<file path="config.mk">
export PLATFORM = sky130hd
export DESIGN_NAME = speed_supervision_panel_sequencer_top
export DESIGN_NICKNAME = d
export VERILOG_FILES = /design/src/rtl/core/ssps_pkg.sv /design/src/rtl/core/speed_supervision_panel_sequencer_top.sv /design/src/rtl/core/ssps_cfg.sv /design/src/rtl/core/ssps_wave.sv /design/src/rtl/core/ssps_seq.sv
export SDC_FILE = /design/constraint.sdc
export NUM_CORES = 1
export LEC_CHECK = 0
export ABC_AREA = 1
export CAP_MARGIN = 20
export CORE_UTILIZATION = 39
export CTS_CLUSTER_DIAMETER = 50
export DETAILED_ROUTE_END_ITERATION = 10
export DONT_BUFFER_PORTS = 1
export PLACE_DENSITY_LB_ADDON = 0.15
export SLEW_MARGIN = 30
export SYNTH_ARGS = -nofsm -noshare
export SYNTH_HDL_FRONTEND = slang
export SYNTH_HIERARCHICAL = 1
export SYNTH_SLANG_ARGS = --single-unit
</file>
<file path="constraint.sdc">
create_clock -name clk -period 4.9 [get_ports clk]
set_clock_uncertainty 0.05 [all_clocks]
set_input_delay 0.245 -clock clk [delete_from_list [all_inputs] [get_ports clk]]
set_output_delay 0.245 -clock clk [all_outputs]
set_load 0.02 [all_outputs]
</file>
<file path="src/rtl/core/ssps_pkg.sv">
`timescale 1ns / 1ps
`default_nettype none
// ---------------------------------------------------------------------------
// ssps_pkg: shared types and constants of the speed supervision panel
// Mode codes, screen codes, lamp bit positions, register indexes and the
// structs that run between the sequencer parts.
// ---------------------------------------------------------------------------
package ssps_pkg;

    // Panel sequencer modes
    typedef enum logic [3:0] {
        MODE_OFF       = 4'd0,
        MODE_SCREEN1   = 4'd1,
        MODE_GAP       = 4'd2,
        MODE_SCREEN2   = 4'd3,
        MODE_ALLSEGS   = 4'd4,
        MODE_WAIT      = 4'd5,
        MODE_PRESSED   = 4'd6,
        MODE_SELFTEST  = 4'd7,
        MODE_RUNNING   = 4'd8,
        MODE_EMERGENCY = 4'd9
    } mode_t;

    // Shown message codes
    localparam logic [1:0] SCREEN_BLANK   = 2'd0;
    localparam logic [1:0] SCREEN_PA400   = 2'd1;
    localparam logic [1:0] SCREEN_UC512   = 2'd2;
    localparam logic [1:0] SCREEN_ALLSEGS = 2'd3;

    // Lamp bit positions in the lamp vector
    localparam int LAMP_MV    = 0;
    localparam int LAMP_FC    = 1;
    localparam int LAMP_OVER  = 2;
    localparam int LAMP_FU    = 3;
    localparam int LAMP_PE    = 4;
    localparam int LAMP_PS    = 5;
    localparam int LAMP_FAULT = 6;
    localparam int LAMP_BUZ   = 7;

    // All lamps and buzzer lit in self test (everything but fault)
    localparam logic [7:0] LAMP_TEST_MASK = 8'hBF;
    // Lamps kept when the key is locked (buzzer only)
    localparam logic [7:0] LAMP_KEEP_MASK = 8'h80;

    // Configuration register indexes
    localparam logic [2:0] REG_FIRST_SCREEN  = 3'd0;
    localparam logic [2:0] REG_BLANK_GAP     = 3'd1;
    localparam logic [2:0] REG_SECOND_SCREEN = 3'd2;
    localparam logic [2:0] REG_ALL_SEGMENTS  = 3'd3;
    localparam logic [2:0] REG_LONG_PRESS    = 3'd4;
    localparam logic [2:0] REG_SELF_TEST     = 3'd5;
    localparam logic [2:0] REG_WARN_MARGIN   = 3'd6;
    localparam logic [2:0] REG_BRAKE_MARGIN  = 3'd7;

    // Register reset values
    localparam logic [15:0] FIRST_SCREEN_RST  = 16'd2200;
    localparam logic [15:0] BLANK_GAP_RST     = 16'd2200;
    localparam logic [15:0] SECOND_SCREEN_RST = 16'd2000;
    localparam logic [15:0] ALL_SEGMENTS_RST  = 16'd3000;
    localparam logic [15:0] LONG_PRESS_RST    = 16'd2000;
    localparam logic [15:0] SELF_TEST_RST     = 16'd2000;
    localparam logic [7:0]  WARN_MARGIN_RST   = 8'd5;
    localparam logic [7:0]  BRAKE_MARGIN_RST  = 8'd10;

    // Saturation value of the elapsed-time counter
    localparam logic [16:0] ELAPSED_MAX = 17'h1FFFF;

    // Duty wave full scale (twice the peak percent) and self-test duty
    localparam int          DUTY_SCALE = 200;
    localparam logic [6:0]  DUTY_FULL  = 7'd100;

    typedef struct packed {
        logic [15:0] first_screen_ms;
        logic [15:0] blank_gap_ms;
        logic [15:0] second_screen_ms;
        logic [15:0] all_segments_ms;
        logic [15:0] long_press_ms;
        logic [15:0] self_test_ms;
        logic [7:0]  warn_margin_kmh;
        logic [7:0]  brake_margin_kmh;
    } cfg_t;

    typedef struct packed {
        logic       key_unlocked;
        logic [8:0] train_speed;
        logic [8:0] limit_kmh;
        logic       brake_active;
        logic       test_button;
        logic       validate_button;
        logic       fault_ack_button;
        logic       fault_ack_contact;
    } tick_t;

    typedef struct packed {
        logic [3:0] mode_code;
        logic [1:0] screen_code;
        logic [7:0] lamps;
        logic [6:0] validate_duty;
        logic       brake_trigger;
    } result_t;

    // Wave generator levels for the current tick
    typedef struct packed {
        logic       blink_on;
        logic [6:0] duty_wave;
    } wave_t;

endpackage : ssps_pkg
`default_nettype wire

</file>
<file path="src/rtl/core/speed_supervision_panel_sequencer_top.sv">
`timescale 1ns / 1ps
`default_nettype none
// ---------------------------------------------------------------------------
// speed_supervision_panel_sequencer_top: train panel mode sequencer
// Steps the panel modes once per millisecond tick and drives lamps, buzzer,
// message code, validation duty and the brake request pulse.
// ---------------------------------------------------------------------------
// Usage:
//   s_* carries one tick per transfer (key, speed, limit, brake and button
//   levels); m_* returns exactly one result per tick, in order.
//   cfg_* writes the timeout and margin registers by index; cfg_ready is
//   always high. Write registers only while no tick is in flight.
// Path: a tick accepted by the input channel sits in the input register, is
//   evaluated by the sequencer and lands in the output register, from which
//   its result is offered.
// Throughput: one tick per cycle while the output is not stalled; the input
//   register and output register form a two-stage pipeline.
// Stall: while m_tready is low the result holds, the input register still
//   takes one more tick, and then s_tready drops until the output drains.
// Reset: all modes, waves and lamps clear, registers take their defaults,
//   and both channels come up empty.
// ---------------------------------------------------------------------------
module speed_supervision_panel_sequencer_top #(
    parameter int DUTY_PERIOD_MS  = 900,
    parameter int BLINK_PERIOD_MS = 333
) (
    input  wire logic        clk,
    input  wire logic        rst_n,
    // Tick input
    input  wire logic        s_tvalid,
    output logic             s_tready,
    // [0] key_unlocked, [9:1] train_speed, [18:10] limit_kmh, [19] brake_active,
    // [20] test_button, [21] validate_button, [22] fault_ack_button,
    // [23] fault_ack_contact
    input  wire logic [23:0] s_tdata,
    // Result output
    output logic             m_tvalid,
    input  wire logic        m_tready,
    // [3:0] mode_code, [5:4] screen_code, [6] lamp_mv, [7] lamp_fc,
    // [8] lamp_overspeed, [9] lamp_fu, [10] lamp_pe, [11] lamp_ps,
    // [12] lamp_fault, [13] buzzer, [20:14] validate_duty, [21] brake_trigger,
    // [23:22] zero
    output logic [23:0]      m_tdata,
    // Register write
    input  wire logic        cfg_valid,
    output logic             cfg_ready,
    input  wire logic [2:0]  cfg_index,
    input  wire logic [15:0] cfg_data
);

    logic              in_valid_reg;
    ssps_pkg::tick_t   in_tick_reg;
    logic              out_valid_reg;
    logic              out_valid_next;
    ssps_pkg::result_t out_reg;
    ssps_pkg::result_t result;
    ssps_pkg::cfg_t    cfg;
    ssps_pkg::wave_t   wave;
    logic              advance;
    logic              in_take;

    // Pipeline handshake
    assign advance   = in_valid_reg && (!out_valid_reg || m_tready);
    assign s_tready  = !in_valid_reg || advance;
    assign in_take   = s_tvalid && s_tready;
    assign cfg_ready = 1'b1;

    // Input register
    always_ff @(posedge clk or negedge rst_n)
    begin
        if (!rst_n)
        begin
            in_valid_reg <= 1'b0;
        end
        else if (s_tready)
        begin
            in_valid_reg <= s_tvalid;
        end
    end

    always_ff @(posedge clk)
    begin
        if (in_take)
        begin
            in_tick_reg.key_unlocked      <= s_tdata[0];
            in_tick_reg.train_speed       <= s_tdata[9:1];
            in_tick_reg.limit_kmh         <= s_tdata[18:10];
            in_tick_reg.brake_active      <= s_tdata[19];
            in_tick_reg.test_button       <= s_tdata[20];
            in_tick_reg.validate_button   <= s_tdata[21];
            in_tick_reg.fault_ack_button  <= s_tdata[22];
            in_tick_reg.fault_ack_contact <= s_tdata[23];
        end
    end

    ssps_cfg u_cfg (
        .clk      (clk),
        .rst_n    (rst_n),
        .wr_en    (cfg_valid && cfg_ready),
        .wr_index (cfg_index),
        .wr_data  (cfg_data),
        .cfg      (cfg)
    );

    ssps_wave #(
        .DUTY_PERIOD_MS  (DUTY_PERIOD_MS),
        .BLINK_PERIOD_MS (BLINK_PERIOD_MS)
    ) u_wave (
        .clk   (clk),
        .rst_n (rst_n),
        .step  (advance),
        .wave  (wave)
    );

    ssps_seq u_seq (
        .clk    (clk),
        .rst_n  (rst_n),
        .step   (advance),
        .tick   (in_tick_reg),
        .cfg    (cfg),
        .wave   (wave),
        .result (result)
    );

    // Output register: load on advance, drop after the transfer
    always_comb
    begin
        out_valid_next = out_valid_reg;
        if (advance)
        begin
            out_valid_next = 1'b1;
        end
        else if (m_tready)
        begin
            out_valid_next = 1'b0;
        end
    end

    always_ff @(posedge clk or negedge rst_n)
    begin
        if (!rst_n)
        begin
            out_valid_reg <= 1'b0;
        end
        else
        begin
            out_valid_reg <= out_valid_next;
        end
    end

    always_ff @(posedge clk)
    begin
        if (advance)
        begin
            out_reg <= result;
        end
    end

    assign m_tvalid = out_valid_reg;
    assign m_tdata  = {2'b00, out_reg.brake_trigger, out_reg.validate_duty,
                       out_reg.lamps, out_reg.screen_code, out_reg.mode_code};

    // A brake pulse only leaves self test (to wait) or running (to emergency),
    // or lands in off when the key drops in the same tick
    a_trigger_mode: assert property (@(posedge clk) disable iff (!rst_n)
        (out_valid_reg && out_reg.brake_trigger) |->
            (out_reg.mode_code == ssps_pkg::MODE_WAIT ||
             out_reg.mode_code == ssps_pkg::MODE_EMERGENCY ||
             out_reg.mode_code == ssps_pkg::MODE_OFF))
        else $error("brake pulse in unexpected mode");

    // Duty never exceeds full scale
    a_duty_range: assert property (@(posedge clk) disable iff (!rst_n)
        out_valid_reg |-> (out_reg.validate_duty <= ssps_pkg::DUTY_FULL))
        else $error("validation duty out of range");

    // Off mode always shows a blank screen
    a_off_blank: assert property (@(posedge clk) disable iff (!rst_n)
        (out_valid_reg && out_reg.mode_code == ssps_pkg::MODE_OFF) |->
            (out_reg.screen_code == ssps_pkg::SCREEN_BLANK))
        else $error("screen lit while off");

    // Input side stalls only behind a full, stalled output
    a_stall_cause: assert property (@(posedge clk) disable iff (!rst_n)
        !s_tready |-> (in_valid_reg && out_valid_reg && !m_tready))
        else $error("input stalled without output backpressure");

endmodule : speed_supervision_panel_sequencer_top
`default_nettype wire

</file>
<file path="src/rtl/core/ssps_cfg.sv">
`timescale 1ns / 1ps
`default_nettype none
// ---------------------------------------------------------------------------
// ssps_cfg: configuration register file
// Holds the screen timeouts, long-press and self-test times and the speed margins, written by index.
// ---------------------------------------------------------------------------
module ssps_cfg (
    input  wire logic          clk,
    input  wire logic          rst_n,
    input  wire logic          wr_en,
    input  wire logic [2:0]    wr_index,
    input  wire logic [15:0]   wr_data,
    output ssps_pkg::cfg_t     cfg
);

    ssps_pkg::cfg_t cfg_reg;
    ssps_pkg::cfg_t cfg_next;

    // Decode the write index
    always_comb
    begin
        cfg_next = cfg_reg;
        if (wr_en)
        begin
            unique case (wr_index)
                ssps_pkg::REG_FIRST_SCREEN:  cfg_next.first_screen_ms  = wr_data;
                ssps_pkg::REG_BLANK_GAP:     cfg_next.blank_gap_ms     = wr_data;
                ssps_pkg::REG_SECOND_SCREEN: cfg_next.second_screen_ms = wr_data;
                ssps_pkg::REG_ALL_SEGMENTS:  cfg_next.all_segments_ms  = wr_data;
                ssps_pkg::REG_LONG_PRESS:    cfg_next.long_press_ms    = wr_data;
                ssps_pkg::REG_SELF_TEST:     cfg_next.self_test_ms     = wr_data;
                ssps_pkg::REG_WARN_MARGIN:   cfg_next.warn_margin_kmh  = wr_data[7:0];
                ssps_pkg::REG_BRAKE_MARGIN:  cfg_next.brake_margin_kmh = wr_data[7:0];
                default:                     cfg_next = cfg_reg;
            endcase
        end
    end

    // Hold the registers
    always_ff @(posedge clk or negedge rst_n)
    begin
        if (!rst_n)
        begin
            cfg_reg.first_screen_ms  <= ssps_pkg::FIRST_SCREEN_RST;
            cfg_reg.blank_gap_ms     <= ssps_pkg::BLANK_GAP_RST;
            cfg_reg.second_screen_ms <= ssps_pkg::SECOND_SCREEN_RST;
            cfg_reg.all_segments_ms  <= ssps_pkg::ALL_SEGMENTS_RST;
            cfg_reg.long_press_ms    <= ssps_pkg::LONG_PRESS_RST;
            cfg_reg.self_test_ms     <= ssps_pkg::SELF_TEST_RST;
            cfg_reg.warn_margin_kmh  <= ssps_pkg::WARN_MARGIN_RST;
            cfg_reg.brake_margin_kmh <= ssps_pkg::BRAKE_MARGIN_RST;
        end
        else
        begin
            cfg_reg <= cfg_next;
        end
    end

    assign cfg = cfg_reg;

endmodule : ssps_cfg
`default_nettype wire

</file>
<file path="src/rtl/core/ssps_wave.sv">
`timescale 1ns / 1ps
`default_nettype none
// ---------------------------------------------------------------------------
// ssps_wave: free-running blink square wave and duty triangle wave
// Both phases advance by one per tick. The triangle ramp 200*phase/period is
// tracked incrementally as quotient and remainder, so no divider is needed.
// ---------------------------------------------------------------------------
module ssps_wave #(
    parameter int DUTY_PERIOD_MS  = 900,
    parameter int BLINK_PERIOD_MS = 333
) (
    input  wire logic      clk,
    input  wire logic      rst_n,
    input  wire logic      step,
    output ssps_pkg::wave_t wave
);

    localparam int DW = $clog2(DUTY_PERIOD_MS);
    localparam int BW = $clog2(BLINK_PERIOD_MS);
    localparam int STEP_Q = ssps_pkg::DUTY_SCALE / DUTY_PERIOD_MS;
    localparam int STEP_R = ssps_pkg::DUTY_SCALE % DUTY_PERIOD_MS;

    localparam logic [DW-1:0] DUTY_LAST  = DW'(DUTY_PERIOD_MS - 1);
    localparam logic [DW-1:0] DUTY_HALF  = DW'(DUTY_PERIOD_MS / 2);
    localparam logic [DW:0]   DUTY_P     = (DW+1)'(DUTY_PERIOD_MS);
    localparam logic [DW:0]   RAMP_R     = (DW+1)'(STEP_R);
    localparam logic [7:0]    RAMP_Q     = 8'(STEP_Q);
    localparam logic [7:0]    RAMP_SCALE = 8'(ssps_pkg::DUTY_SCALE);
    localparam logic [BW-1:0] BLINK_LAST = BW'(BLINK_PERIOD_MS - 1);
    localparam logic [BW-1:0] BLINK_HALF = BW'(BLINK_PERIOD_MS / 2);

    logic [DW-1:0] duty_phase_reg, duty_phase_next;
    logic [7:0]    ramp_reg, ramp_next;
    logic [DW-1:0] rem_reg, rem_next;
    logic [BW-1:0] blink_phase_reg, blink_phase_next;
    logic [DW:0]   rem_sum;
    logic [7:0]    fall;

    // Advance phases and the ramp quotient/remainder
    always_comb
    begin
        rem_sum = {1'b0, rem_reg} + RAMP_R;
        if (duty_phase_reg == DUTY_LAST)
        begin
            duty_phase_next = '0;
            ramp_next       = '0;
            rem_next        = '0;
        end
        else if (rem_sum >= DUTY_P)
        begin
            duty_phase_next = duty_phase_reg + DW'(1);
            ramp_next       = ramp_reg + RAMP_Q + 8'd1;
            rem_next        = DW'(rem_sum - DUTY_P);
        end
        else
        begin
            duty_phase_next = duty_phase_reg + DW'(1);
            ramp_next       = ramp_reg + RAMP_Q;
            rem_next        = rem_sum[DW-1:0];
        end
        blink_phase_next = (blink_phase_reg == BLINK_LAST) ? '0 : blink_phase_reg + BW'(1);
    end

    always_ff @(posedge clk or negedge rst_n)
    begin
        if (!rst_n)
        begin
            duty_phase_reg  <= '0;
            ramp_reg        <= '0;
            rem_reg         <= '0;
            blink_phase_reg <= '0;
        end
        else if (step)
        begin
            duty_phase_reg  <= duty_phase_next;
            ramp_reg        <= ramp_next;
            rem_reg         <= rem_next;
            blink_phase_reg <= blink_phase_next;
        end
    end

    // Fold the ramp into a triangle and compare the blink phase
    always_comb
    begin
        fall          = RAMP_SCALE - ramp_reg;
        wave.duty_wave = (duty_phase_reg <= DUTY_HALF) ? ramp_reg[6:0] : fall[6:0];
        wave.blink_on  = (blink_phase_reg > BLINK_HALF);
    end

endmodule : ssps_wave
`default_nettype wire

</file>
<file path="src/rtl/core/ssps_seq.sv">
`timescale 1ns / 1ps
`default_nettype none
// ---------------------------------------------------------------------------
// ssps_seq: panel mode sequencer
// Holds mode, elapsed time, wave enables, PWM, duty, lamps and screen, and
// forms one result per tick from the current state and the tick fields.
// ---------------------------------------------------------------------------
module ssps_seq (
    input  wire logic        clk,
    input  wire logic        rst_n,
    input  wire logic        step,
    input  ssps_pkg::tick_t  tick,
    input  ssps_pkg::cfg_t   cfg,
    input  ssps_pkg::wave_t  wave,
    output ssps_pkg::result_t result
);

    ssps_pkg::mode_t mode_reg, mode_next;
    logic [16:0]     elapsed_reg, elapsed_next;
    logic            duty_en_reg, duty_en_next;
    logic            fault_en_reg, fault_en_next;
    logic            pwm_reg, pwm_next;
    logic [6:0]      duty_reg, duty_next;
    logic [7:0]      lamps_reg, lamps_next;
    logic [1:0]      screen_reg, screen_next;
    logic            trigger;
    logic            ack;
    logic [9:0]      warn_limit;
    logic [9:0]      brake_limit;

    // Mode state register and companions
    always_ff @(posedge clk or negedge rst_n)
    begin
        if (!rst_n)
        begin
            mode_reg     <= ssps_pkg::MODE_OFF;
            elapsed_reg  <= '0;
            duty_en_reg  <= 1'b0;
            fault_en_reg <= 1'b0;
            pwm_reg      <= 1'b0;
            duty_reg     <= '0;
            lamps_reg    <= '0;
            screen_reg   <= ssps_pkg::SCREEN_BLANK;
        end
        else if (step)
        begin
            mode_reg     <= mode_next;
            elapsed_reg  <= elapsed_next;
            duty_en_reg  <= duty_en_next;
            fault_en_reg <= fault_en_next;
            pwm_reg      <= pwm_next;
            duty_reg     <= duty_next;
            lamps_reg    <= lamps_next;
            screen_reg   <= screen_next;
        end
    end

    // Next state and result for one tick
    always_comb
    begin
        ack         = tick.fault_ack_button | tick.fault_ack_contact;
        warn_limit  = {1'b0, tick.limit_kmh} + {2'b00, cfg.warn_margin_kmh};
        brake_limit = {1'b0, tick.limit_kmh} + {2'b00, cfg.brake_margin_kmh};

        mode_next     = mode_reg;
        duty_en_next  = duty_en_reg;
        fault_en_next = fault_en_reg;
        pwm_next      = pwm_reg;
        duty_next     = duty_reg;
        lamps_next    = lamps_reg;
        screen_next   = screen_reg;
        trigger       = 1'b0;
        elapsed_next  = (elapsed_reg == ssps_pkg::ELAPSED_MAX) ? elapsed_reg
                                                               : elapsed_reg + 17'd1;

        unique case (mode_reg)
            ssps_pkg::MODE_OFF:
            begin
                screen_next = ssps_pkg::SCREEN_BLANK;
                if (tick.key_unlocked)
                begin
                    screen_next   = ssps_pkg::SCREEN_PA400;
                    fault_en_next = 1'b1;
                    mode_next     = ssps_pkg::MODE_SCREEN1;
                    elapsed_next  = '0;
                end
            end
            ssps_pkg::MODE_SCREEN1:
            begin
                if (elapsed_next > {1'b0, cfg.first_screen_ms})
                begin
                    screen_next                  = ssps_pkg::SCREEN_BLANK;
                    lamps_next[ssps_pkg::LAMP_PS] = 1'b1;
                    mode_next                    = ssps_pkg::MODE_GAP;
                    elapsed_next                 = '0;
                end
            end
            ssps_pkg::MODE_GAP:
            begin
                if (elapsed_next > {1'b0, cfg.blank_gap_ms})
                begin
                    screen_next                  = ssps_pkg::SCREEN_UC512;
                    lamps_next[ssps_pkg::LAMP_PS] = 1'b0;
                    mode_next                    = ssps_pkg::MODE_SCREEN2;
                    elapsed_next                 = '0;
                end
            end
            ssps_pkg::MODE_SCREEN2:
            begin
                if (elapsed_next > {1'b0, cfg.second_screen_ms})
                begin
                    screen_next                  = ssps_pkg::SCREEN_ALLSEGS;
                    lamps_next[ssps_pkg::LAMP_MV] = 1'b1;
                    lamps_next[ssps_pkg::LAMP_FC] = 1'b1;
                    pwm_next                     = 1'b1;
                    duty_en_next                 = 1'b1;
                    mode_next                    = ssps_pkg::MODE_ALLSEGS;
                    elapsed_next                 = '0;
                end
            end
            ssps_pkg::MODE_ALLSEGS:
            begin
                if (elapsed_next > {1'b0, cfg.all_segments_ms})
                begin
                    screen_next                  = ssps_pkg::SCREEN_BLANK;
                    lamps_next[ssps_pkg::LAMP_MV] = 1'b0;
                    lamps_next[ssps_pkg::LAMP_FC] = 1'b0;
                    mode_next                    = ssps_pkg::MODE_WAIT;
                    elapsed_next                 = '0;
                end
            end
            ssps_pkg::MODE_WAIT:
            begin
                if (tick.test_button)
                begin
                    mode_next    = ssps_pkg::MODE_PRESSED;
                    elapsed_next = '0;
                end
                if (tick.validate_button)
                begin
                    pwm_next     = 1'b0;
                    duty_en_next = 1'b0;
                end
                if (ack)
                begin
                    fault_en_next                   = 1'b0;
                    lamps_next[ssps_pkg::LAMP_FAULT] = 1'b0;
                end
                // Both waves stopped: go running, even over a test press
                if (!fault_en_next && !duty_en_next)
                begin
                    mode_next = ssps_pkg::MODE_RUNNING;
                end
            end
            ssps_pkg::MODE_PRESSED:
            begin
                if (!tick.test_button)
                begin
                    mode_next = ssps_pkg::MODE_WAIT;
                end
                else if (elapsed_next > {1'b0, cfg.long_press_ms})
                begin
                    duty_en_next = 1'b0;
                    duty_next    = ssps_pkg::DUTY_FULL;
                    lamps_next   = lamps_reg | ssps_pkg::LAMP_TEST_MASK;
                    mode_next    = ssps_pkg::MODE_SELFTEST;
                    elapsed_next = '0;
                end
            end
            ssps_pkg::MODE_SELFTEST:
            begin
                if (elapsed_next > {1'b0, cfg.self_test_ms})
                begin
                    duty_en_next = 1'b1;
                    lamps_next   = lamps_reg & ~ssps_pkg::LAMP_TEST_MASK;
                    trigger      = 1'b1;
                    mode_next    = ssps_pkg::MODE_WAIT;
                end
            end
            ssps_pkg::MODE_RUNNING:
            begin
                if ({1'b0, tick.train_speed} > brake_limit)
                begin
                    trigger   = 1'b1;
                    mode_next = ssps_pkg::MODE_EMERGENCY;
                end
            end
            ssps_pkg::MODE_EMERGENCY:
            begin
                if (!tick.brake_active)
                begin
                    mode_next = ssps_pkg::MODE_RUNNING;
                end
            end
            default:
            begin
                mode_next = mode_reg;
            end
        endcase

        // Key locked: drop everything but the buzzer
        if (!tick.key_unlocked)
        begin
            screen_next   = ssps_pkg::SCREEN_BLANK;
            pwm_next      = 1'b0;
            lamps_next    = lamps_next & ssps_pkg::LAMP_KEEP_MASK;
            duty_en_next  = 1'b0;
            fault_en_next = 1'b0;
            mode_next     = ssps_pkg::MODE_OFF;
        end

        // Wave-driven lamps and duty
        if (fault_en_next)
        begin
            lamps_next[ssps_pkg::LAMP_FAULT] = wave.blink_on;
        end
        if (duty_en_next)
        begin
            duty_next = wave.duty_wave;
        end
        if (mode_next != ssps_pkg::MODE_SELFTEST)
        begin
            lamps_next[ssps_pkg::LAMP_OVER] = ({1'b0, tick.train_speed} > warn_limit);
        end

        result.mode_code     = mode_next;
        result.screen_code   = screen_next;
        result.lamps         = lamps_next;
        result.validate_duty = pwm_next ? duty_next : 7'd0;
        result.brake_trigger = trigger;
    end

endmodule : ssps_seq
`default_nettype wire
</file>
==> results of run 1 <==
[layer usage]
layer / up-vias / global-route usage (%) / share of wire, %
met5: - / 0 / 0.032
met4: 2 / 7.235 / 2.8
met3: 73 / 3.969 / 4.1
met2: 247 / 34.49 / 45
met1: 5840 / 29.70 / 48
li1: 6263 / - / -
[cells by family (layout without fill, tap and decap cells)]
family                     count (synthesis)  count (layout)  share of synthesized area [%]
AOI/OAI and AO/OA                        168             168                          6.345
xor gates and xnor gates                  45              45                          2.623
adders and majority gates                144             144                          12.09
buffers and inverters                    309             408                          8.294
DFF                                      235             235                          40.98
other                                      2               4                        0.04998
and+or+nand+nor                          991             991                          29.62
[synthesized netlist by cell type, types with 10 or more instances]
cell type / n
sky130_fd_sc_hd__nand2_1: 587
sky130_fd_sc_hd__inv_1: 251
sky130_fd_sc_hd__dfrtp_1: 152
sky130_fd_sc_hd__ha_1: 142
sky130_fd_sc_hd__nand3_1: 139
sky130_fd_sc_hd__nor2_1: 110
sky130_fd_sc_hd__a21oi_1: 65
sky130_fd_sc_hd__o21ai_0: 57
sky130_fd_sc_hd__edfxtp_1: 46
sky130_fd_sc_hd__dfstp_2: 37
sky130_fd_sc_hd__nand4_1: 34
sky130_fd_sc_hd__xor2_1: 30
sky130_fd_sc_hd__nor3_1: 29
sky130_fd_sc_hd__nand2_2: 20
sky130_fd_sc_hd__buf_2: 18
sky130_fd_sc_hd__xnor2_1: 15
sky130_fd_sc_hd__clkbuf_1: 14
sky130_fd_sc_hd__nand3b_1: 14
sky130_fd_sc_hd__nand3_2: 12
sky130_fd_sc_hd__nor2_2: 10
[worst max-delay path, cell delays in order, from the launching register on]
cell	delay, ns
sky130_fd_sc_hd__dfrtp_1	0.41
sky130_fd_sc_hd__ha_1	0.22
sky130_fd_sc_hd__nand3_1	0.15
sky130_fd_sc_hd__nor2_1	0.07
sky130_fd_sc_hd__nand2_1	0.12
sky130_fd_sc_hd__nor2_1	0.14
sky130_fd_sc_hd__nor3_2	0.21
sky130_fd_sc_hd__nand2_1	0.13
sky130_fd_sc_hd__nor2_2	0.18
sky130_fd_sc_hd__nand3_1	0.14
sky130_fd_sc_hd__xnor2_1	0.15
sky130_fd_sc_hd__buf_4	0.18
sky130_fd_sc_hd__ha_1	0.29
sky130_fd_sc_hd__nand4_1	0.23
sky130_fd_sc_hd__nor2_1	0.16
sky130_fd_sc_hd__nand4_1	0.16
sky130_fd_sc_hd__nand3b_1	0.20
sky130_fd_sc_hd__nand2_2	0.12
sky130_fd_sc_hd__nand3_4	0.18
sky130_fd_sc_hd__nand2_2	0.11
sky130_fd_sc_hd__inv_2	0.05
sky130_fd_sc_hd__nand2_2	0.07
sky130_fd_sc_hd__nand4_4	0.15
sky130_fd_sc_hd__nand2_4	0.17
sky130_fd_sc_hd__nand3b_2	0.10
sky130_fd_sc_hd__nand2_1	0.07
sky130_fd_sc_hd__nor2_1	0.04
[through the flow]
step / area, sq um / power (mW) / std cells
6_report: 17530 / 7.799 / 2506
5_1_grt: 17530 / 8.349 / 2506
4_1_cts: 17490 / 7.864 / 2504
3_5_place_dp: 15600 / 4.836 / 2382
3_3_place_gp: 15600 / 4.800 / 2382
2_1_floorplan: 15030 / 4.305 / 1895
[power by group through the flow]
stage / clock network, mW / registers (mW) / logic (mW)
finish: 2.87 / 2.72 / 2.21
global route: 3.02 / 2.77 / 2.56
CTS: 2.94 / 2.71 / 2.21
detailed placement: 0 / 2.74 / 2.10
global placement: 0 / 2.74 / 2.06
floorplan: 0 / 2.65 / 1.66
[cell usage in the layout (no fill, tap or decap), types with 7 or more instances in the layout]
cell type | netlist | routed
sky130_fd_sc_hd__a21oi_1 | 65 | 64
sky130_fd_sc_hd__buf_4 | 6 | 24
sky130_fd_sc_hd__clkbuf_16 | 0 | 41
sky130_fd_sc_hd__dfrtp_1 | 152 | 152
sky130_fd_sc_hd__dfstp_2 | 37 | 37
sky130_fd_sc_hd__dlygate4sd3_1 | 0 | 50
sky130_fd_sc_hd__edfxtp_1 | 46 | 46
sky130_fd_sc_hd__ha_1 | 142 | 142
sky130_fd_sc_hd__inv_1 | 251 | 251
sky130_fd_sc_hd__inv_2 | 7 | 7
sky130_fd_sc_hd__nand2_1 | 587 | 587
sky130_fd_sc_hd__nand2_2 | 20 | 20
sky130_fd_sc_hd__nand3_1 | 139 | 139
sky130_fd_sc_hd__nand3_2 | 12 | 12
sky130_fd_sc_hd__nand3b_1 | 14 | 14
sky130_fd_sc_hd__nand4_1 | 34 | 34
sky130_fd_sc_hd__nor2_1 | 110 | 109
sky130_fd_sc_hd__nor2_2 | 10 | 11
sky130_fd_sc_hd__nor2_4 | 8 | 8
sky130_fd_sc_hd__nor3_1 | 29 | 29
sky130_fd_sc_hd__o21ai_0 | 57 | 57
sky130_fd_sc_hd__o21bai_1 | 7 | 7
sky130_fd_sc_hd__xnor2_1 | 15 | 15
sky130_fd_sc_hd__xor2_1 | 30 | 29
[path summary, 6_finish.rpt]
kind	from	endpoint	depth (start not counted)
setup / recovery	u_seq/elapsed_reg[0]	m_tdata[19]	26
min in group asynchronous	rst_n	u_cfg/cfg[88]	2
max in group asynchronous	rst_n	u_seq/mode_reg[2]	3
setup reg to reg	u_seq/elapsed_reg[0]	m_tdata[19]	26
hold reg to reg	u_cfg/cfg[36]	u_cfg/cfg[36]	2
hold / removal	cfg_index[0]	u_cfg/cfg[3]	4
[timing repair]
action | CTS | global route
hold buffers | 51 | 0
gates resized for setup | 0 | 2
endpoints found under the setup margin | 0 | 7
endpoints found under the hold margin | 327 | 0
[layout make-up]
cell class / instances / area (sq um)
tap: 511 / 639.4
clock inverter: 23 / 280.3
clock buffer: 48 / 1082
antenna: 1 / 2.502
sequential: 235 / 6157
inverter: 261 / 982.2
multi-input combinational: 1351 / 7647
fill: 3724 / 20230
timing repair buffer: 76 / 735.7
==> impl_metrics.env, run 1 <==
export IMPL_syn2layout_area_growth_pct=16.65
export IMPL_tightest_slew_ns=0.9283
export IMPL_run_status="completed"
export IMPL_ir_drop_mv=0.2580
export IMPL_synth_top_cell_area_share_pct=25.31
export IMPL_critical_path_endpoint_type="register"
export IMPL_core_region_area_sq_um=37760
export IMPL_fp_dieArea_sq_um=39320
export IMPL_synth_cell_types=59
export IMPL_dp_final_hpwl_um=28610
export IMPL_worstPathMaxFanout=10
export IMPL_netSwitchingFraction_pct=34.61
export IMPL_numPortBuffers=0
export IMPL_clk_pin_slew_ns=0.06
export IMPL_power_clock_fraction_pct=36.9
export IMPL_yosys_top_cells_area="sky130_fd_sc_hd__dfrtp_1, sky130_fd_sc_hd__nand2_1, sky130_fd_sc_hd__ha_1"
export IMPL_initial_utilization_pct=39.80
export IMPL_placementRows=71
export IMPL_p_per_area_nw_per_um2=444.9
export IMPL_setup_total_negative_slack_ns=0
export IMPL_fraction_of_layout_cells_with_a_size_suffix_above_1_pct=10.63
export IMPL_grt_pass1_vias=12370
export IMPL_grt_setup_unrepaired="no"
export IMPL_antenna_found_initial=2
export IMPL_relative_slew_margins_pct=38.04
export IMPL_final_max_slew_violation_count=0
export IMPL_largest_reg_flops=112
export IMPL_timing_setup_critical_path_class="reg -> reg"
export IMPL_grt_start_max_net_pins=190
export IMPL_routed_via_density=4.958
export IMPL_post_drt_wl_per_cell_um=16.22
export IMPL_fp_dieW_um=198.3
export IMPL_total_leakage_power_nw=8.870
export IMPL_timing_hold_ws_ns=0.03324
export IMPL_worst_skew_pair_late_latency_ns=0.54
export IMPL_final_nets=2156
export IMPL_floorplan_die_height_um=198.3
export IMPL_ant_nets=0
export IMPL_share_seq_of_total_power_pct=34.8
export IMPL_yosys_register_bits=235
export IMPL_startpoint_type="register"
export IMPL_fmaxAchievable_mhz=221.7
export IMPL_syn_area_per_cell_sq_um=7.933
export IMPL_fin_crit_sh_pct=92.06
export IMPL_routed_wirelength_um=40640
export IMPL_layout_setup_ws_ns=0.3891
export IMPL_clock_tree_from_tritoncts="built"
export IMPL_postSynth_topFlopCell="sky130_fd_sc_hd__dfrtp_1"
export IMPL_dr_total_vias=12430
export IMPL_detailedRoute_firstPassIterationCount=7
export IMPL_ctsRootBufferMaster="sky130_fd_sc_hd__clkbuf_16"
export IMPL_ys_warnings_count=6
export IMPL_final_hold_violation_count=0
export IMPL_final_core_util_pct=46.42
export IMPL_clock_tree_htree_level_count=2
export IMPL_placement_setup_worst_slack_ns=0.3659
export IMPL_yosysSeqAreaShare_pct=40.98
export IMPL_p_int_mw=5.099
export IMPL_grt_total_usage_pct=21.73
export IMPL_drc=0
export IMPL_ctsLongestPathBuffers=3
export IMPL_setup_violations_final=0
export IMPL_final_min_clock_period_ns=4.511
export IMPL_post_synth_edffs=46
export IMPL_cp_required_ns=5.13
export IMPL_crit_arrival_ns=4.74
export IMPL_drt_iter0_markers=825
export IMPL_gp_routability_congestion=0.8841
export IMPL_post_synth_inst_count=1894
export IMPL_floorplan_io_pins=75
export IMPL_max_cap_viol_count=0
export IMPL_p_switching_mw=2.699
export IMPL_tritoncts_sinks=235
export IMPL_grt_pass1_wl_um=66770
export IMPL_post_cts_setup_buffers=0
export IMPL_reg2reg_setup_slack_ns=0.39
export IMPL_syn_area_sq_um=15030
export IMPL_p_comb_share_pct=28.3
export IMPL_cts_buffers_inserted=39
export IMPL_hold_path_class="in -> reg"
export IMPL_async_flop_share_pct=80.43
export IMPL_globalRoute_totalOverflow=0
export IMPL_netlist_top_cell_by_area="sky130_fd_sc_hd__dfrtp_1"
(Power assumes the default switching activity.)
==> run 2, diff against run 1 <==
- ABC_AREA: 1 -> 0
- CAP_MARGIN: 20 -> default
==> run 2 against run 1 <==
First-iteration DRC count shrank 34%. Synthesized cell count shrank 27%. Via count shrank 15%. Register-to-register slack lost 0.07 ns. Core utilization shrank 0.32 points. Largest cell class unchanged.
==> impl_metrics.env, run 2 <==
export IMPL_ir_drop_mv=0.3258
export IMPL_drt_iter0_markers=543
export IMPL_floorplan_die_height_um=195.1
export IMPL_placementRows=70
export IMPL_final_core_util_pct=46.11
export IMPL_ctsRootBufferMaster="sky130_fd_sc_hd__clkbuf_16"
export IMPL_crit_arrival_ns=4.82
export IMPL_synth_top_cell_area_share_pct=26.14
export IMPL_hold_path_class="in -> reg"
export IMPL_yosys_register_bits=235
export IMPL_synth_cell_types=98
export IMPL_syn_area_sq_um=14550
export IMPL_total_leakage_power_nw=7.693
export IMPL_yosys_top_cells_area="sky130_fd_sc_hd__dfrtp_1, sky130_fd_sc_hd__ha_1, sky130_fd_sc_hd__edfxtp_1"
export IMPL_clk_pin_slew_ns=0.06
export IMPL_postSynth_topFlopCell="sky130_fd_sc_hd__dfrtp_1"
export IMPL_worst_path_largest_cell_delay_ns=0.56
export IMPL_drc=0
export IMPL_numPortBuffers=0
export IMPL_detailedRoute_firstPassIterationCount=5
export IMPL_synth_commonest_cells="sky130_fd_sc_hd__dfrtp_1, sky130_fd_sc_hd__ha_1, sky130_fd_sc_hd__inv_1"
export IMPL_cp_num_buf_inv=3
export IMPL_layout_area_seq_sq_um=6157
export IMPL_p_comb_share_pct=29.8
export IMPL_largest_reg_flops=112
export IMPL_grt_setup_unrepaired="no"
export IMPL_worstPathCellList="ha_1 > nand3_1 > nor4_4 > nand2_1 > and3_1 > nand3_1 > xnor2_1 > buf_4 > ha_1 > nand2_1 > nor4_1 > a21oi_1 > a31oi_1 > buf_4 > nand3_1 > o22a_1 > buf_4 > mux2i_1 > nor2_1"
export IMPL_syn_area_per_cell_sq_um=10.54
export IMPL_critical_path_reg2reg_endpoint="m_tdata[18]"
export IMPL_syn2layout_area_growth_pct=16.30
export IMPL_final_hold_violation_count=0
export IMPL_final_min_clock_period_ns=4.582
export IMPL_grt_pass1_wl_um=60040
export IMPL_p_switching_mw=2.604
export IMPL_gp_routability_congestion=0.8532
export IMPL_multiInputGateArea_sq_um=7654
export IMPL_cp_required_ns=5.14
export IMPL_post_dp_cell_area_sq_um=15180
export IMPL_fraction_of_layout_cells_with_a_size_suffix_above_1_pct=20.23
export IMPL_rr_worst_depth=19
export IMPL_post_synth_inst_count=1380
export IMPL_post_synth_edffs=46
export IMPL_grt_start_max_net_pins=190
export IMPL_power_clock_fraction_pct=34.0
export IMPL_netlist_top_cell_by_area="sky130_fd_sc_hd__dfrtp_1"
export IMPL_worst_hold_path_num_cells=1
export IMPL_startpoint_type="register"
export IMPL_yosysSeqAreaShare_pct=42.32
export IMPL_ctsLongestPathBuffers=3
export IMPL_critical_path_endpoint_type="register"
export IMPL_ys_warnings_count=6
export IMPL_finalInstanceArea_sq_um=16920
export IMPL_fp_dieW_um=195.1
export IMPL_dp_final_hpwl_um=26020
export IMPL_worst_path_dominant_cell_family="simple AND/OR/NAND/NOR gates"
export IMPL_fmaxAchievable_mhz=218.2
export IMPL_final_nets=1647
export IMPL_max_cap_viol_count=0
export IMPL_fp_dieArea_sq_um=38080
export IMPL_worstPathMaxFanout=10
export IMPL_clock_tree_htree_level_count=2
export IMPL_relative_slew_margins_pct=33.58
export IMPL_globalRoute_totalOverflow=0
export IMPL_mostFrequentLayoutCells="sky130_fd_sc_hd__dfrtp_1, sky130_fd_sc_hd__ha_1, sky130_fd_sc_hd__inv_1, sky130_fd_sc_hd__mux2_2, sky130_fd_sc_hd__nand2_1"
export IMPL_routed_wirelength_um=36760
export IMPL_grt_pass1_vias=10760
export IMPL_floorplan_io_pins=75
export IMPL_hold_path_startpoint="s_tvalid"
export IMPL_dr_total_vias=10550
export IMPL_p_per_area_nw_per_um2=450.4
export IMPL_reg2reg_setup_slack_ns=0.32
export IMPL_rr_startpoint="u_seq/elapsed_reg[1]"
export IMPL_p_int_mw=5.016
export IMPL_final_max_slew_violation_count=0
export IMPL_post_drt_wl_per_cell_um=18.83
export IMPL_ant_nets=0
export IMPL_initial_utilization_pct=39.65
export IMPL_cts_buffers_inserted=37
export IMPL_timing_setup_critical_path_class="reg -> reg"
export IMPL_netSwitchingFraction_pct=34.17
export IMPL_share_seq_of_total_power_pct=36.2
export IMPL_antenna_found_initial=0
export IMPL_most_repeated_cell_in_the_gate_level_netlist_after_synthesis="sky130_fd_sc_hd__dfrtp_1"
export IMPL_core_region_area_sq_um=36700
export IMPL_setup_violations_final=0
export IMPL_fin_crit_sh_pct=93.51
export IMPL_timing_hold_ws_ns=0.06998
export IMPL_clock_tree_from_tritoncts="built"
export IMPL_cpMaxStageDelayCell="sky130_fd_sc_hd__nor4_1"
export IMPL_tritoncts_sinks=235
export IMPL_tightest_slew_ns=0.9871
export IMPL_routed_via_density=5.404
export IMPL_worst_hold_path_endpoint="in_tick_reg[2]"
export IMPL_layout_commonest_cell="sky130_fd_sc_hd__dfrtp_1"
export IMPL_run_status="completed"
export IMPL_async_flop_share_pct=80.43
export IMPL_setup_total_negative_slack_ns=0
export IMPL_worst_skew_pair_late_latency_ns=0.55
export IMPL_nFillCells=3392
export IMPL_grt_total_usage_pct=20.04
-- run 2: cell count changes in the layout (fill, tap and decap cells not counted), moves of 19 or more --
cell / delta
sky130_fd_sc_hd__inv_1: -116
sky130_fd_sc_hd__mux2_2: +110
sky130_fd_sc_hd__nand2_1: -481
sky130_fd_sc_hd__nand2_2: -19
sky130_fd_sc_hd__nand3_1: -102
sky130_fd_sc_hd__nor2_1: -46
-- run 2: layer usage --
| layer | up-vias | track usage, % | share of wire [%] |
|---|---|---|---|
| li1 | 5152 | - | - |
| met1 | 5193 | 27.78 | 49 |
| met5 | - | 0 | 0 |
| met2 | 149 | 32.13 | 46 |
| met4 | 0 | 6.620 | 2.4 |
| met3 | 55 | 2.867 | 2.9 |
-- run 2: area by class of cell --
class                      instances  share of cell area, %
antenna                            1                0.01479
clock buffer                      41                  5.746
clock inverter                    26                  1.479
inverter                         136                  3.017
multi-input combinational        960                  45.23
sequential                       235                  36.39
tap                              468                  3.461
timing repair buffer              85                  4.659
-- run 2: kinds of logic (layout without fill, tap and decap cells) --
family	after synthesis	count (layout)	share of synthesized area [%]
compound gates	286	286	13.63
xor+xnor	42	42	2.528
fa+ha+maj	144	144	12.49
buf+inv	186	288	5.538
flops	235	235	42.32
mux	130	130	10.23
other cells	2	4	0.05162
simple gates	355	355	13.21
-- run 2: repair_timing --
item,CTS,global route
hold endpoints to repair,327,0
setup buffers,0,1
hold buffers,45,0
setup endpoints to repair,0,11
gates resized for setup,0,2
-- run 2: through the flow --
step	total power, mW	instances	worst slack, ns
finish	7.620	1952	0.3179
global route	8.139	1951	0.007242
CTS	7.713	1949	0.2699
detailed placement	4.970	1837	0.3077
global placement	4.919	1837	0.3547
floorplan	4.405	1381	0.4415
-- run 2: power groups by stage --
stage	Clock (mW)	Combinational [mW]	Sequential, mW
floorplan	0	1.74	2.67
global placement	0	2.14	2.78
detailed placement	0	2.19	2.78
CTS	2.67	2.28	2.76
global route	2.74	2.58	2.82
finish	2.59	2.27	2.76
-- run 2: how the worst max path moves through the flow --
stage | startpoint | endpoint | slack, ns | cells past startpoint
after CTS | u_seq/elapsed_reg[1] | m_tdata[18] | 0.27 | 19
after global routing | u_seq/elapsed_reg[1] | m_tdata[20] | 0.007 | 20
after detailed placement | u_seq/elapsed_reg[1] | u_seq/lamps_reg[2] | 0.31 | 18
final | u_seq/elapsed_reg[1] | m_tdata[18] | 0.32 | 19
after global placement | u_seq/elapsed_reg[1] | u_seq/elapsed_reg[3] | 0.35 | 18
after floorplan | u_seq/elapsed_reg[0] | m_tdata[14] | 0.44 | 19
==> run 3, diff against run 2 <==
- SYNTH_HIERARCHICAL: 1 -> default
==> run 3 against run 2 <==
Sequential power about the same. Design area decreased by 2.2%. Power decreased by 2.9%. Die area decreased by 3.7%. Hold slack improved by 0.0017 ns. Via count increased by 2.6%. Critical path type unchanged. Largest cell class unchanged.
==> impl_metrics.env, run 3 <==
export IMPL_placementRows=69
export IMPL_syn_area_per_cell_sq_um=9.802
export IMPL_final_max_slew_violation_count=0
export IMPL_cts_buffers_inserted=37
export IMPL_clk_pin_slew_ns=0.06
export IMPL_post_synth_edffs=46
export IMPL_worstPathMaxFanout=7
export IMPL_layout_setup_ws_ns=0.2349
export IMPL_yosysSeqAreaShare_pct=43.96
export IMPL_p_switching_mw=2.511
export IMPL_fp_dieW_um=191.5
export IMPL_detailedRoute_firstPassIterationCount=5
export IMPL_clock_tree_htree_level_count=2
export IMPL_post_synth_inst_count=1429
export IMPL_drc=0
export IMPL_final_min_clock_period_ns=4.665
export IMPL_worstPathCellList="ha_1 > and4_1 > nand3_1 > and4_1 > nand3_1 > buf_4 > nor2_1 > xor2_1 > buf_4 > ha_1 > and3_1 > a221o_1 > a221o_1 > o21bai_1 > a211oi_4 > nor2_1 > nor4b_2 > buf_4 > o31a_1 > o21a_1"
export IMPL_dr_total_vias=10830
export IMPL_ctsLongestPathBuffers=3
export IMPL_power_clock_fraction_pct=35.2
export IMPL_core_region_area_sq_um=35480
export IMPL_netSwitchingFraction_pct=33.95
export IMPL_synth_top_cell_area_share_pct=27.15
export IMPL_tightest_slew_ns=0.9519
export IMPL_p_comb_share_pct=27.8
export IMPL_grt_start_max_net_pins=190
export IMPL_antenna_found_initial=4
export IMPL_numPortBuffers=0
export IMPL_async_flop_share_pct=80.43
export IMPL_critical_path_most_common_cell="sky130_fd_sc_hd__buf_4"
export IMPL_initial_utilization_pct=39.48
export IMPL_final_hold_violation_count=0
export IMPL_timing_setup_critical_path_class="reg -> reg"
export IMPL_clock_tree_from_tritoncts="built"
export IMPL_worst_skew_pair_late_latency_ns=0.56
export IMPL_largest_reg_flops=112
export IMPL_floorplan_die_height_um=191.5
export IMPL_critical_path_endpoint_type="register"
export IMPL_setup_violations_final=0
export IMPL_cp_required_ns=5.29
export IMPL_max_cap_viol_count=0
export IMPL_ctsRootBufferMaster="sky130_fd_sc_hd__clkbuf_16"
export IMPL_final_nets=1702
export IMPL_routed_via_density=5.407
export IMPL_ys_warnings_count=0
export IMPL_startpoint_type="register"
export IMPL_grt_setup_unrepaired="yes"
export IMPL_fraction_of_layout_cells_with_a_size_suffix_above_1_pct=15.98
export IMPL_fp_dieArea_sq_um=36680
export IMPL_syn2layout_area_growth_pct=18.20
export IMPL_p_int_mw=4.886
export IMPL_syn_area_sq_um=14010
export IMPL_grt_total_usage_pct=19.72
export IMPL_postSynth_topFlopCell="sky130_fd_sc_hd__dfrtp_1"
export IMPL_netlist_top_cell_by_area="sky130_fd_sc_hd__dfrtp_1"
export IMPL_crit_arrival_ns=5.06
export IMPL_ir_drop_mv=0.3833
export IMPL_ant_nets=0
export IMPL_synth_cell_types=75
export IMPL_total_leakage_power_nw=7.360
export IMPL_routed_wirelength_um=35020
export IMPL_gp_routability_congestion=0.8705
export IMPL_yosys_register_bits=235
export IMPL_p_per_area_nw_per_um2=446.8
export IMPL_synth_commonest_cells="sky130_fd_sc_hd__dfrtp_1, sky130_fd_sc_hd__ha_1, sky130_fd_sc_hd__o21ai_0"
export IMPL_layout_commonest_cell="sky130_fd_sc_hd__dfrtp_1"
export IMPL_placement_setup_worst_slack_ns=0.008416
export IMPL_fmaxAchievable_mhz=214.4
export IMPL_yosys_top_cells_area="sky130_fd_sc_hd__dfrtp_1, sky130_fd_sc_hd__ha_1, sky130_fd_sc_hd__edfxtp_1"
export IMPL_most_repeated_cell_in_the_gate_level_netlist_after_synthesis="sky130_fd_sc_hd__dfrtp_1"
export IMPL_timing_hold_ws_ns=0.07166
export IMPL_grt_pass1_wl_um=56500
export IMPL_dp_final_hpwl_um=24550
export IMPL_relative_slew_margins_pct=35.96
export IMPL_worst_path_largest_cell_delay_ns=0.40
export IMPL_tritoncts_sinks=235
export IMPL_mostFrequentLayoutCells="sky130_fd_sc_hd__dfrtp_1, sky130_fd_sc_hd__ha_1, sky130_fd_sc_hd__o21ai_0, sky130_fd_sc_hd__nand2_1, sky130_fd_sc_hd__inv_1"
export IMPL_run_status="completed"
export IMPL_hold_path_class="in -> reg"
export IMPL_post_drt_wl_per_cell_um=17.49
export IMPL_grt_pass1_vias=10520
export IMPL_cpMaxStageDelayCell="sky130_fd_sc_hd__dfrtp_1"
export IMPL_drt_iter0_markers=664
export IMPL_fin_crit_sh_pct=95.21
export IMPL_nFillCells=3333
export IMPL_globalRoute_totalOverflow=0
export IMPL_share_seq_of_total_power_pct=37.0
export IMPL_floorplan_io_pins=75
==> run 3: cell types whose count changed after synthesis, moves of 10 or more <==
| cell | change |
|---|---|
| sky130_fd_sc_hd__a21oi_1 | -20 |
| sky130_fd_sc_hd__a22o_1 | +11 |
| sky130_fd_sc_hd__clkbuf_1 | +21 |
| sky130_fd_sc_hd__mux2_2 | -54 |
| sky130_fd_sc_hd__mux2_4 | -10 |
| sky130_fd_sc_hd__nand2_1 | +31 |
| sky130_fd_sc_hd__nor2_1 | +31 |
| sky130_fd_sc_hd__nor3_1 | +12 |
| sky130_fd_sc_hd__o21ai_0 | +84 |
| sky130_fd_sc_hd__o2bb2ai_1 | -16 |
==> run 3: cell families (layout without fill, tap and decap cells) <==
family / after synthesis / count (layout) / synth area share [%]
compound gates: 340 / 340 / 15.62
simple gates: 414 / 414 / 14.32
mux: 59 / 59 / 4.716
flops: 235 / 235 / 43.96
xor+xnor: 49 / 49 / 3.064
buf+inv: 186 / 295 / 5.297
other cells: 2 / 5 / 0.05362
fa+ha+maj: 144 / 144 / 12.97
==> run 3: metal layers <==
metal / vias to the layer above / GRT usage, % / routed length (um)
met4: 4 / 7.540 / 1002
met3: 63 / 3.268 / 1537
met2: 232 / 30.78 / 15590
met5: - / 0 / 25
li1: 5283 / - / -
met1: 5243 / 27.23 / 16870
==> run 3: cell type report <==
type / instances / area (sq um) / share of cell area, %
antenna: 2 / 5.005 / 0.03023
timing repair buffer: 96 / 877.1 / 5.298
inverter: 131 / 491.7 / 2.970
multi-input combinational: 1009 / 7222 / 43.62
clock inverter: 26 / 261.5 / 1.580
tap: 461 / 576.8 / 3.484
sequential: 235 / 6157 / 37.19
clock buffer: 42 / 964.7 / 5.827
==> run 3: what timing repair did <==
item,in CTS,in global routing
hold endpoints to repair,327,0
setup buffers,0,1
pin swaps,0,1
hold buffers,45,0
resized for setup,1,17
endpoints found under the setup margin,6,43
==> run 3: worst max-delay path, delay by kind of cell, from the launching register on <==
family | cells | cell delay (ns)
xor+xnor | 1 | 0.17
fa+ha+maj | 2 | 0.44
compound gates | 6 | 1.71
flops | 1 | 0.40
buf+inv | 3 | 0.53
simple gates | 8 | 1.25
==> run 3: power groups by stage <==
stage	Clock (mW)	Combinational, mW	Sequential, mW
2_1_floorplan	0	1.54	2.66
4_1_cts	2.68	2.04	2.74
6_report	2.60	2.06	2.74
3_3_place_gp	0	1.91	2.76
3_5_place_dp	0	1.94	2.77
5_1_grt	2.75	2.35	2.80
==> run 3: per-stage QoR <==
stage	util, %	power [mW]	instance area [sq um]	setup TNS [ns]	cells
4_1_cts	46.26	7.459	16420	0	1997
3_5_place_dp	41.48	4.711	14720	0	1884
2_1_floorplan	-	4.199	14010	0	1430
3_3_place_gp	41.46	4.671	14710	0	1883
6_report	46.66	7.396	16560	0	2002
5_1_grt	46.65	7.901	16550	-0.03359	2001
==> run 3: path summary, 6_finish.rpt <==
path	cells after the start	end	slack, ns	start
min in group asynchronous	2	u_seq.lamps_reg[4]	0.18	rst_n
max in group asynchronous	3	u_cfg.cfg[41]	3.68	rst_n
max	20	u_seq.lamps_reg[2]	0.23	u_seq.elapsed_reg[1]
max reg2reg	20	u_seq.lamps_reg[2]	0.23	u_seq.elapsed_reg[1]
min	4	u_cfg.cfg[68]	0.07	cfg_index[2]
min reg2reg	1	u_seq.lamps_reg[2]	0.44	u_seq.lamps_reg[2]
